==> config.mk <==
export PLATFORM = sky130hd
export DESIGN_NAME = multi_queue_linked_list_manager_unit
export DESIGN_NICKNAME = d
export VERILOG_FILES = /design/src/sv/mqll_pkg.sv /design/src/sv/multi_queue_linked_list_manager_unit.sv /design/src/sv/mqll_link_mem.sv /design/src/sv/mqll_queue_table.sv
export SDC_FILE = /design/constraint.sdc
export NUM_CORES = 2
export LEC_CHECK = 0
export ABC_CLOCK_PERIOD_IN_PS = 4500
export BUFFER_PORTS_ARGS = -buffer_cell sky130_fd_sc_hd__clkbuf_2
export CORE_MARGIN = 2
export CORE_UTILIZATION = 57
export CTS_CLUSTER_DIAMETER = 120
export DETAILED_ROUTE_END_ITERATION = 7
export PLACE_DENSITY = 0.79
export SLEW_MARGIN = 20
export SYNTH_ARGS = -nofsm -noshare
export SYNTH_HDL_FRONTEND = slang
export SYNTH_SLANG_ARGS = --single-unit
==> constraint.sdc <==
create_clock -name i_clk -period 4.5 [get_ports i_clk]
set_input_delay 0.9 -clock i_clk [delete_from_list [all_inputs] [get_ports i_clk]]
set_output_delay 0.9 -clock i_clk [all_outputs]
set_load 0.005 [all_outputs]
==> src/sv/mqll_pkg.sv <==
// Types, codes and constants of the linked list queue manager.
// Depends on nothing; imported by every module of the block.
package mqll_pkg;

    localparam int SLOTS       = 64;
    localparam int QUEUES      = 16;
    localparam int SLOT_W      = 6;
    localparam int QUEUE_W     = 4;
    localparam int PTR_W       = SLOT_W + 1;
    localparam int IN_TDATA_W  = 16;
    localparam int OUT_TDATA_W = 8;

    typedef logic [SLOT_W-1:0]  t_slot;
    typedef logic [QUEUE_W-1:0] t_qid;
    typedef logic [PTR_W-1:0]   t_ptr;

    // A null pointer has its top bit set.
    localparam t_ptr NIL_PTR = t_ptr'(SLOTS);

    typedef enum logic [1:0] {
        OP_INSERT  = 2'd0,
        OP_DEQUEUE = 2'd1,
        OP_REMOVE  = 2'd2,
        OP_NOP     = 2'd3
    } t_op;

    typedef enum logic [1:0] {
        ST_OK         = 2'd0,
        ST_EMPTY      = 2'd1,
        ST_QUEUED     = 2'd2,
        ST_NOT_QUEUED = 2'd3
    } t_status;

    typedef enum logic [1:0] {
        S_IDLE,
        S_EXEC,
        S_LINK
    } t_state;

    // Write request to the head, tail and queued-flag table.
    typedef struct packed {
        logic  head_we;
        logic  tail_we;
        t_qid  qid;
        t_ptr  head_data;
        t_ptr  tail_data;
        logic  flag_we;
        t_slot flag_slot;
        logic  flag_val;
    } t_qt_wr;

    // Request to the per-slot link memories.
    typedef struct packed {
        logic  rd_en;
        t_slot next_rd_addr;
        t_slot pv_rd_addr;
        logic  next_we;
        t_slot next_wr_addr;
        t_ptr  next_wr_data;
        logic  prev_we;
        logic  owner_we;
        t_slot pv_wr_addr;
        t_ptr  prev_wr_data;
        t_qid  owner_wr_data;
    } t_lm_req;

    // Registered read data of the link memories.
    typedef struct packed {
        t_ptr next_q;
        t_ptr prev_q;
        t_qid owner_q;
    } t_lm_rsp;

    function automatic logic is_nil(input t_ptr p);
        return p[PTR_W-1];
    endfunction

    function automatic t_ptr slot_ptr(input t_slot s);
        return {1'b0, s};
    endfunction

endpackage

==> src/sv/multi_queue_linked_list_manager_unit.sv <==
// Top level of the linked list queue manager: sequencer and result register.
// Depends on mqll_pkg, mqll_queue_table and mqll_link_mem.
//
// The block keeps sixteen FIFO queues over a pool of 64 slots, each queue a
// doubly linked list. A command arrives on the slave stream: tuser carries
// the opcode (insert, dequeue, remove or no operation), tdata carries the
// queue number and the slot. Every command gives exactly one result on the
// master stream: tdata carries the slot (popped slot of a dequeue, zero for
// an empty dequeue, otherwise the command's slot) and tuser the status.
// One command is worked on at a time. The transfer cycle captures the head,
// tail and queued flag and issues the link memory read; the execute state
// then performs the pointer updates and loads the result register. An insert
// into a non-empty queue passes through the link state as well, since the
// next-pointer memory has a single write port and needs both the new slot and
// the old tail written. The result register is loaded in the command's last
// state. When the receiver stalls, the command in work waits with its updates
// held until the result register can take its result. Reset empties every
// queue; the link memories are not cleared, since a slot's links are written
// before they are read.
module multi_queue_linked_list_manager_unit (
    input  logic        i_clk,
    input  logic        i_rst_n,
    input  logic        i_s_axis_tvalid,
    output logic        o_s_axis_tready,
    input  logic [15:0] i_s_axis_tdata,   // [3:0] queue_id, [9:4] slot, [15:10] zero
    input  logic [1:0]  i_s_axis_tuser,   // [1:0] opcode
    output logic        o_m_axis_tvalid,
    input  logic        i_m_axis_tready,
    output logic [7:0]  o_m_axis_tdata,   // [5:0] slot_out, [7:6] zero
    output logic [1:0]  o_m_axis_tuser    // [1:0] status
);
    import mqll_pkg::*;

    t_state  r_state, n_state;
    t_op     r_op;
    t_qid    r_qid;
    t_slot   r_slot;
    t_ptr    r_head;
    t_ptr    r_tail;
    logic    r_queued;
    logic    r_out_valid;
    t_slot   r_out_slot;
    t_status r_out_status;

    t_qid    in_qid;
    t_slot   in_slot;
    t_op     in_op;
    logic    in_xfer;
    logic    out_free;
    logic    finish;
    t_slot   res_slot;
    t_status res_status;

    t_ptr    tb_head;
    t_ptr    tb_tail;
    logic    tb_queued;
    t_qt_wr  qt_wr;
    t_lm_req lm_req;
    t_lm_rsp lm_rsp;

    assign in_qid  = i_s_axis_tdata[QUEUE_W-1:0];
    assign in_slot = i_s_axis_tdata[QUEUE_W+SLOT_W-1:QUEUE_W];
    assign in_op   = t_op'(i_s_axis_tuser);

    assign o_s_axis_tready = (r_state == S_IDLE);
    assign in_xfer         = i_s_axis_tvalid && o_s_axis_tready;
    assign out_free        = !r_out_valid || i_m_axis_tready;

    mqll_queue_table u_qtab (
        .i_clk     (i_clk),
        .i_rst_n   (i_rst_n),
        .i_rd_qid  (in_qid),
        .i_rd_slot (in_slot),
        .o_head    (tb_head),
        .o_tail    (tb_tail),
        .o_queued  (tb_queued),
        .i_wr      (qt_wr)
    );

    mqll_link_mem u_lmem (
        .i_clk (i_clk),
        .i_req (lm_req),
        .o_rsp (lm_rsp)
    );

    always_ff @(posedge i_clk) begin
        if (!i_rst_n) begin
            r_state <= S_IDLE;
        end else begin
            r_state <= n_state;
        end
    end

    // Command registers, loaded in the transfer cycle together with the
    // table lookups that the execute cycle works from.
    always_ff @(posedge i_clk) begin
        if (in_xfer) begin
            r_op     <= in_op;
            r_qid    <= in_qid;
            r_slot   <= in_slot;
            r_head   <= tb_head;
            r_tail   <= tb_tail;
            r_queued <= tb_queued;
        end
    end

    always_comb begin
        n_state    = r_state;
        finish     = 1'b0;
        res_slot   = r_slot;
        res_status = ST_OK;

        qt_wr           = '0;
        qt_wr.qid       = r_qid;
        qt_wr.head_data = NIL_PTR;
        qt_wr.tail_data = NIL_PTR;
        qt_wr.flag_slot = r_slot;

        lm_req               = '0;
        lm_req.next_rd_addr  = (in_op == OP_DEQUEUE) ? tb_head[SLOT_W-1:0] : in_slot;
        lm_req.pv_rd_addr    = in_slot;
        lm_req.next_wr_addr  = r_slot;
        lm_req.next_wr_data  = NIL_PTR;
        lm_req.pv_wr_addr    = r_slot;
        lm_req.prev_wr_data  = NIL_PTR;
        lm_req.owner_wr_data = r_qid;

        unique case (r_state)
            S_IDLE: begin
                if (in_xfer) begin
                    lm_req.rd_en = 1'b1;
                    n_state      = S_EXEC;
                end
            end
            S_EXEC: begin
                if (out_free) begin
                    finish = 1'b1;
                    unique case (r_op)
                        OP_INSERT: begin
                            if (r_queued) begin
                                res_status = ST_QUEUED;
                            end else begin
                                // New slot becomes the tail; its own next is null.
                                lm_req.prev_we      = 1'b1;
                                lm_req.owner_we     = 1'b1;
                                lm_req.prev_wr_data = r_tail;
                                lm_req.next_we      = 1'b1;
                                qt_wr.flag_we       = 1'b1;
                                qt_wr.flag_val      = 1'b1;
                                qt_wr.tail_we       = 1'b1;
                                qt_wr.tail_data     = slot_ptr(r_slot);
                                if (is_nil(r_head) || is_nil(r_tail)) begin
                                    qt_wr.head_we   = 1'b1;
                                    qt_wr.head_data = slot_ptr(r_slot);
                                end else begin
                                    // Old tail still needs its next pointer.
                                    finish  = 1'b0;
                                    n_state = S_LINK;
                                end
                            end
                        end
                        OP_DEQUEUE: begin
                            if (is_nil(r_head)) begin
                                res_status = ST_EMPTY;
                                res_slot   = '0;
                            end else begin
                                res_slot        = r_head[SLOT_W-1:0];
                                qt_wr.head_we   = 1'b1;
                                qt_wr.head_data = lm_rsp.next_q;
                                qt_wr.flag_we   = 1'b1;
                                qt_wr.flag_slot = r_head[SLOT_W-1:0];
                                if (!is_nil(lm_rsp.next_q)) begin
                                    lm_req.prev_we    = 1'b1;
                                    lm_req.pv_wr_addr = lm_rsp.next_q[SLOT_W-1:0];
                                end else begin
                                    qt_wr.tail_we = 1'b1;
                                end
                            end
                        end
                        OP_REMOVE: begin
                            if (!r_queued) begin
                                res_status = ST_NOT_QUEUED;
                            end else begin
                                qt_wr.qid     = lm_rsp.owner_q;
                                qt_wr.flag_we = 1'b1;
                                if (!is_nil(lm_rsp.prev_q)) begin
                                    lm_req.next_we      = 1'b1;
                                    lm_req.next_wr_addr = lm_rsp.prev_q[SLOT_W-1:0];
                                    lm_req.next_wr_data = lm_rsp.next_q;
                                end else begin
                                    qt_wr.head_we   = 1'b1;
                                    qt_wr.head_data = lm_rsp.next_q;
                                end
                                if (!is_nil(lm_rsp.next_q)) begin
                                    lm_req.prev_we      = 1'b1;
                                    lm_req.pv_wr_addr   = lm_rsp.next_q[SLOT_W-1:0];
                                    lm_req.prev_wr_data = lm_rsp.prev_q;
                                end else begin
                                    qt_wr.tail_we   = 1'b1;
                                    qt_wr.tail_data = lm_rsp.prev_q;
                                end
                            end
                        end
                        OP_NOP: begin
                            res_status = ST_OK;
                        end
                    endcase
                    if (finish) begin
                        n_state = S_IDLE;
                    end
                end
            end
            S_LINK: begin
                if (out_free) begin
                    lm_req.next_we      = 1'b1;
                    lm_req.next_wr_addr = r_tail[SLOT_W-1:0];
                    lm_req.next_wr_data = slot_ptr(r_slot);
                    finish              = 1'b1;
                    n_state             = S_IDLE;
                end
            end
            default: begin
                n_state = S_IDLE;
            end
        endcase
    end

    always_ff @(posedge i_clk) begin
        if (!i_rst_n) begin
            r_out_valid <= 1'b0;
        end else if (finish) begin
            r_out_valid <= 1'b1;
        end else if (i_m_axis_tready) begin
            r_out_valid <= 1'b0;
        end
    end

    always_ff @(posedge i_clk) begin
        if (finish) begin
            r_out_slot   <= res_slot;
            r_out_status <= res_status;
        end
    end

    assign o_m_axis_tvalid = r_out_valid;
    assign o_m_axis_tdata  = {(OUT_TDATA_W - SLOT_W)'(0), r_out_slot};
    assign o_m_axis_tuser  = r_out_status;

endmodule

==> src/sv/mqll_link_mem.sv <==
// Per-slot link storage: a next-pointer memory and a prev/owner memory.
// Depends on mqll_pkg; both memories have a registered read.
module mqll_link_mem (
    input  logic             i_clk,
    input  mqll_pkg::t_lm_req i_req,
    output mqll_pkg::t_lm_rsp o_rsp
);
    import mqll_pkg::*;

    localparam int PV_W = QUEUE_W + PTR_W;

    t_ptr             r_next_mem [SLOTS];
    logic [PV_W-1:0]  r_pv_mem   [SLOTS];
    t_ptr             r_next_rd;
    logic [PV_W-1:0]  r_pv_rd;

    always_ff @(posedge i_clk) begin
        if (i_req.next_we) begin
            r_next_mem[i_req.next_wr_addr] <= i_req.next_wr_data;
        end
        if (i_req.rd_en) begin
            r_next_rd <= r_next_mem[i_req.next_rd_addr];
        end
    end

    // The prev and owner fields share a word and have their own write lanes.
    always_ff @(posedge i_clk) begin
        if (i_req.prev_we) begin
            r_pv_mem[i_req.pv_wr_addr][PTR_W-1:0] <= i_req.prev_wr_data;
        end
        if (i_req.owner_we) begin
            r_pv_mem[i_req.pv_wr_addr][PV_W-1:PTR_W] <= i_req.owner_wr_data;
        end
        if (i_req.rd_en) begin
            r_pv_rd <= r_pv_mem[i_req.pv_rd_addr];
        end
    end

    assign o_rsp.next_q  = r_next_rd;
    assign o_rsp.prev_q  = r_pv_rd[PTR_W-1:0];
    assign o_rsp.owner_q = r_pv_rd[PV_W-1:PTR_W];

endmodule

==> src/sv/mqll_queue_table.sv <==
// Head and tail pointers of every queue and the queued flag of every slot.
// Depends on mqll_pkg; all entries are flip-flops cleared by reset.
module mqll_queue_table (
    input  logic             i_clk,
    input  logic             i_rst_n,
    input  mqll_pkg::t_qid   i_rd_qid,
    input  mqll_pkg::t_slot  i_rd_slot,
    output mqll_pkg::t_ptr   o_head,
    output mqll_pkg::t_ptr   o_tail,
    output logic             o_queued,
    input  mqll_pkg::t_qt_wr i_wr
);
    import mqll_pkg::*;

    t_ptr             r_head [QUEUES];
    t_ptr             r_tail [QUEUES];
    logic [SLOTS-1:0] r_queued;

    always_ff @(posedge i_clk) begin
        if (!i_rst_n) begin
            for (int i = 0; i < QUEUES; i++) begin
                r_head[i] <= NIL_PTR;
                r_tail[i] <= NIL_PTR;
            end
            r_queued <= '0;
        end else begin
            if (i_wr.head_we) begin
                r_head[i_wr.qid] <= i_wr.head_data;
            end
            if (i_wr.tail_we) begin
                r_tail[i_wr.qid] <= i_wr.tail_data;
            end
            if (i_wr.flag_we) begin
                r_queued[i_wr.flag_slot] <= i_wr.flag_val;
            end
        end
    end

    assign o_head   = r_head[i_rd_qid];
    assign o_tail   = r_tail[i_rd_qid];
    assign o_queued = r_queued[i_rd_slot];

endmodule

== Yosys cells after proc, flatten, opt, wreduce, memory -nomap -nowiden ==
Memories as Yosys holds them, arrays and structs flattened. A register that Yosys moved wholly into a read port is not among the register bits.
Index checks and enable logic that the tools add are counted.
Operators by class
  order comparisons: 3
  muxes and demuxes: 93
  reduce and logical (&&, ||, !) cells: 12
  equal/unequal tests: 12
Operators with widths (count)
  64-bit bitwise mux: 1
  28-bit two-way mux: 2
  7-bit two-way mux: 8
  6-bit two-way mux: 8
  15-bit two-way mux: 3
  13-bit two-way mux: 3
  1-bit two-way mux: 36
  29-bit two-way mux: 1
  14-bit two-way mux: 2
  14-bit one-hot mux with 2 select lines: 1
  7-bit one-hot mux with 2 select lines: 2
  2-bit two-way mux: 11
  21-bit two-way mux: 1
  7-bit one-hot mux with 3 select lines: 1
  6-bit by 7-bit < comparator with 1-bit output, second input constant: 2
  7-bit OR reduction: 2
  4-bit two-way mux: 3
  2-bit one-hot mux with 3 select lines: 2
  6-bit one-hot mux with 2 select lines: 1
  2-bit one-hot mux with 4 select lines: 1
  1-bit binary-select mux with 6-bit select: 1
  1-bit demux with 6-bit select: 1
  2-bit by 1-bit equality test with 1-bit output, second input constant: 3
  2-bit equality test, second input constant: 3
  other kinds (14): 21
Word-level totals
  bits in registers: 95
  bits of input ports: 22
  memories kept: 4
  RAM bits: 1376
Memory list
  u_lmem.r_pv_mem: depth 64, width 11, rd ports 1, clocked after memory_dff 1, wr ports 1, RTL line mqll_link_mem.sv:13  | logic [PV_W-1:0] r_pv_mem [SLOTS];
  u_lmem.r_next_mem: depth 64, width 7, rd ports 1, clocked after memory_dff 1, wr ports 1, RTL line mqll_link_mem.sv:12  | t_ptr r_next_mem [SLOTS];
  u_qtab.r_head: depth 16, width 7, rd ports 1, clocked after memory_dff 0, wr ports 16, RTL line mqll_queue_table.sv:15  | t_ptr r_head [QUEUES];
  u_qtab.r_tail: depth 16, width 7, rd ports 1, clocked after memory_dff 1, wr ports 16, RTL line mqll_queue_table.sv:16  | t_ptr r_tail [QUEUES];

== Longest topological paths before layout ==
  depth in word-level cells: 11
  mapped depth: 15
  depth with buffers taken out: 11

== Modules after synthesis ==
Synthesis repeated with hierarchy kept, for this count alone.
Second synthesis, totals
  cells, all modules: 3402
  area, all modules: 61980.7 sq um
By module, submodules not included
  mqll_link_mem: instances 1, area an instance 45706.3 sq um, cells each 2148
  mqll_queue_table: instances 1, area an instance 13713.2 sq um, cells each 1014
  multi_queue_linked_list_manager_unit: instances 1, area an instance 2561.2 sq um, cells each 240

== Worst setup path before layout ==
No wires, ideal clock.
  kind: input to register
  start: in i_m_axis_tready
  end: mem u_lmem.r_next_mem[0][0] in the netlist's numbering, data pin
  data required time: 3984 ps
  path buffers: 2
  setup slack: 94 ps
  setup time: 516 ps
  arrival: 3890 ps
  stages: 8
  cell sequence: nand2b_1 -> and2_1 -> clkbuf_1 -> nand3_1 -> nor2_1 -> clkbuf_1 -> a22oi_1 -> nor2b_1
RTL lines
  start, declared: RTL line multi_queue_linked_list_manager_unit.sv:28  | input logic i_m_axis_tready,
  end, declared: RTL line mqll_link_mem.sv:12

== Worst setup path after layout ==
  start: in i_s_axis_tdata[1]
  end: reg u_lmem.r_next_rd[4] (read register of u_lmem.r_next_mem), data pin
Between the ends
  cells in the longest elaborated chain, start to end: 2
Ends and longest elaborated chain
  start, declared: RTL line multi_queue_linked_list_manager_unit.sv:25  | input logic [15:0] i_s_axis_tdata,
  memory 16 x 7 bit
  6-bit two-way mux: RTL line multi_queue_linked_list_manager_unit.sv:120  | lm_req.next_rd_addr = (in_op == OP_DEQUEUE) ? tb_head[SLOT_W-1:0] : in_slot;
  end, declared: RTL line mqll_link_mem.sv:14  | t_ptr r_next_rd;
Every way passes these cells.
A chain may end at the register's enable or synchronous reset.

==> flow_summary.toml <==
[floorplan]
start_util_pct = 57.6
core_area_sq_um = 107000
dieArea_sq_um = 111000
ios = 34
die_h_microns = 333
row_count = 120
die_w_microns = 333

[routing]
ant_nets = 0
wl_microns = 151000
routed_via_density = 6.53
wl_per_cell_microns = 27.3
vias = 36000
drtIter0Drc = 4952
drtPass1Iterations = 8
drcViolationCount = 1

[logic_synthesis]
yosysUniqueCellTypes = 64
synth_edf_count = 1429
synth.avg_cell_area_sq_um = 16.1
async_flop_share_pct = 0
synth-seq-cells = 1496
synth_commonest_cells = "1429 x edfxtp_1, 452 x nand2_1, 435 x nor2_1"
synthCells = 3829
synth_top_area_share_pct = 69.5
synth_area_leaders = "edfxtp_1 70%, mux4_2 11%, nand2_1 2.7%"
seq_area_frac_synth_pct = 71.7
synth_flop_cell = "edfxtp_1"
synth_most_common_cell = "edfxtp_1"
yosysTopAreaCell = "edfxtp_1"
yosys_warnings = 0
synth_area_sq_um = 61700

[final_layout]
postLayoutCellArea_sq_um = 69600
syn_to_final_growth_pct = 12.7
layout-drive-gt1-share_pct = 20.3
final_nets = 4028

[timing]
hold_slack_ns = 0.410
clock.fmax_mhz = 244
worst_pin_slew_ns = 1.11
hold_violations = 0
finalCritPeriodShare_pct = 91.1
fin_skew_ns = 0.0392
finalCriticalPeriod_ns = 4.10
relSlewSlack_pct = 25.7
slew_viol_final = 0
rsz0062_at_grt = "false"
fin_tns_setup_ns = 0
setup_viol = 0

[power_and_ir_drop]
p_leak_nw = 21.9
powerDensity_nw_per_um2 = 426
max-vdd-ir-drop_uv = 325
finalPower_mw = 29.6

[worst_setup_path]
critPathSlowestCell = "a311oi_1"
cp_max_fo = 32
crit_type = "in2reg"
r2r_start = "u_qtab.r_head[12][1]$_SDFFCE_PN0P_"
regToRegEndpoint = "u_lmem.r_next_rd[4]$_DFFE_PP_"
arrival_ns = 4.73
cp.required_ns = 5.13
crit_start = "i_s_axis_tdata[1]"
slowest_delay_ns = 0.70
r2r_cells = 11
cp_cell_sequence = "buf_2 -> buf_12 -> mux2i_1 -> a22oi_1 -> a41oi_1 -> and2_4 -> a2111oi_0 -> a311oi_1 -> nor2_1 -> a22oi_1 -> a2bb2oi_1 -> buf_4"
worstSetupEndpointType = "flip-flop"
regToRegSetupSlack_ns = 0.63
worst_setup_path_start_kind = "primary input"
cp-endpoint = "u_lmem.r_next_rd[4]$_DFFE_PP_"
cpMostUsedCell = "a22oi_1"

[global_route]
grt_max_degree = 99
grt_pass1_wl_microns = 225000
grt_antenna_before_repair = 3
grt_pass1_vias = 35900
grt-ovfl-total = 0
track_usage_pct = 27.1

[clocking]
cts_resized = 0
insertion_delay_ns = 0.76
cts_sinks = 1496
clockRootBuffer = "clkbuf_16"
clk_pin_slew_ns = 0.06
post_cts_buffers = 0
cts_buffers = 144
tritoncts = "done"
clock_path_buffers = 3
cts_hold_buffers = 0
h-tree-depth = 4

[place]
io_buffers = 25
dp_hpwl_microns = 90400
place_area_sq_um = 64700
gp_congestion = 0.913

[hold_path]
hold_path_class = "in2reg"

[outcome]
violations = "DRC"
outcome = "finished, violations left"

[run]
drv_cap = 0
==> where the power goes <==
| part | internal, mW | total (mW) | switching (mW) |
|---|---|---|---|
| Sequential | 15.3 | 15.3 | 0.0929 |
| Clock | 7.26 | 12.4 | 5.18 |
| Combinational | 0.677 | 1.85 | 1.18 |
| Total | 23.2 | 29.6 | 6.45 |
==> flip-flops by register name, indices dropped and copies added, names as in the netlist, 2 cells and up <==
name / cells
r_tail: 7
r_op: 2
r_slot: 6
r_qid: 4
r_state: 2
u_lmem.r_next_rd: 7
u_lmem.r_pv_mem: 704
u_qtab.r_head: 112
u_qtab.r_tail: 112
r_out_slot: 6
u_lmem.r_pv_rd: 11
u_lmem.r_next_mem: 448
o_m_axis_tuser: 2
u_qtab.r_queued: 64
r_head: 7
==> worst min-delay path by stage <==
stage                                           startpoint                               end  slack (ns)  cells after the start
after detailed placement  u_qtab.r_queued[31]$_SDFFE_PN0P_  u_qtab.r_queued[31]$_SDFFE_PN0P_        0.48                      2
final                                    i_s_axis_tuser[1]                 r_op[1]$_DFFE_PP_        0.41                      1
after global placement    u_qtab.r_queued[31]$_SDFFE_PN0P_  u_qtab.r_queued[31]$_SDFFE_PN0P_        0.46                      2
after global routing                     i_s_axis_tuser[1]                 r_op[1]$_DFFE_PP_        0.39                      1
after CTS                                i_s_axis_tuser[1]                 r_op[1]$_DFFE_PP_        0.36                      1
after floorplan           u_qtab.r_queued[58]$_SDFFE_PN0P_  u_qtab.r_queued[58]$_SDFFE_PN0P_        0.45                      2
==> layout by cell type (no fill, tap or decap), types with 13 or more instances in the layout <==
cell type  instances
and3_1            23
o22ai_1           13
bufinv_16         19
a21oi_1           31
clkbuf_2          20
inv_1             16
nand2b_1          21
o21ai_0           80
nor3_1            21
mux2i_1           89
a31oi_1           15
nor2_1           429
buf_12            17
nor2b_1           32
nand3b_1          16
clkinv_2          21
nand2_1          450
a311oi_1          17
buf_4            224
clkinv_1          23
nand3_1          181
clkbuf_1          33
clkbuf_16        149
a21boi_0          66
or3_1             54
dfxtp_1           67
a22o_1            22
edfxtp_1        1429
a22oi_1           32
mux2_2            30
mux4_2           307
==> per-stage QoR <==
stage | util (%) | cells | setup slack (ns)
4_1_cts | 64.9 | 5516 | 0.606
2_1_floorplan | - | 3830 | 0.0942
6_report | 64.9 | 5517 | 0.401
5_1_grt | 64.9 | 5516 | 0.430
3_3_place_gp | 60.4 | 5254 | -0.00697
3_5_place_dp | 60.4 | 5254 | -0.101
==> kinds of logic after synthesis <==
kind of cell,after synthesis,share of synthesized area (%)
adder cells (fa/ha/maj),9,0.182
AND/OR/NAND/NOR,1273,8.94
flip-flops,1496,71.7
other,1,0.00607
multiplexers,428,13.2
buffers and inverters,258,1.81
AO/OA/AOI/OAI,364,4.16
==> worst max-delay path: cells and delay by family <==
family / cells / cell delay [ns]
buffers and inverters: 3 / 0.62
AOI/OAI and AO/OA: 6 / 2.16
and+or+nand+nor: 2 / 0.61
muxes: 1 / 0.37
==> cell type report <==
| type | count | area [sq um] |
|---|---|---|
| diodes | 1 | 2.50 |
| clock buffers | 186 | 3910 |
| well taps | 1403 | 1760 |
| repair buffers | 264 | 2160 |
| flip-flops and latches | 1496 | 44300 |
| clock inverters | 76 | 943 |
| fillers | 6935 | 37600 |
| multi-input cells | 2076 | 16500 |
| inverters | 15 | 56.3 |
==> layer usage <==
| metal | global-route usage [%] | wire length, microns |
|---|---|---|
| met1 | 36.1 | 54700 |
| met5 | 0.0434 | 13 |
| met4 | 9.53 | 5320 |
| met3 | 6.24 | 16200 |
| met2 | 44.4 | 74300 |
Note: power is estimated with default switching activity, not from simulation.
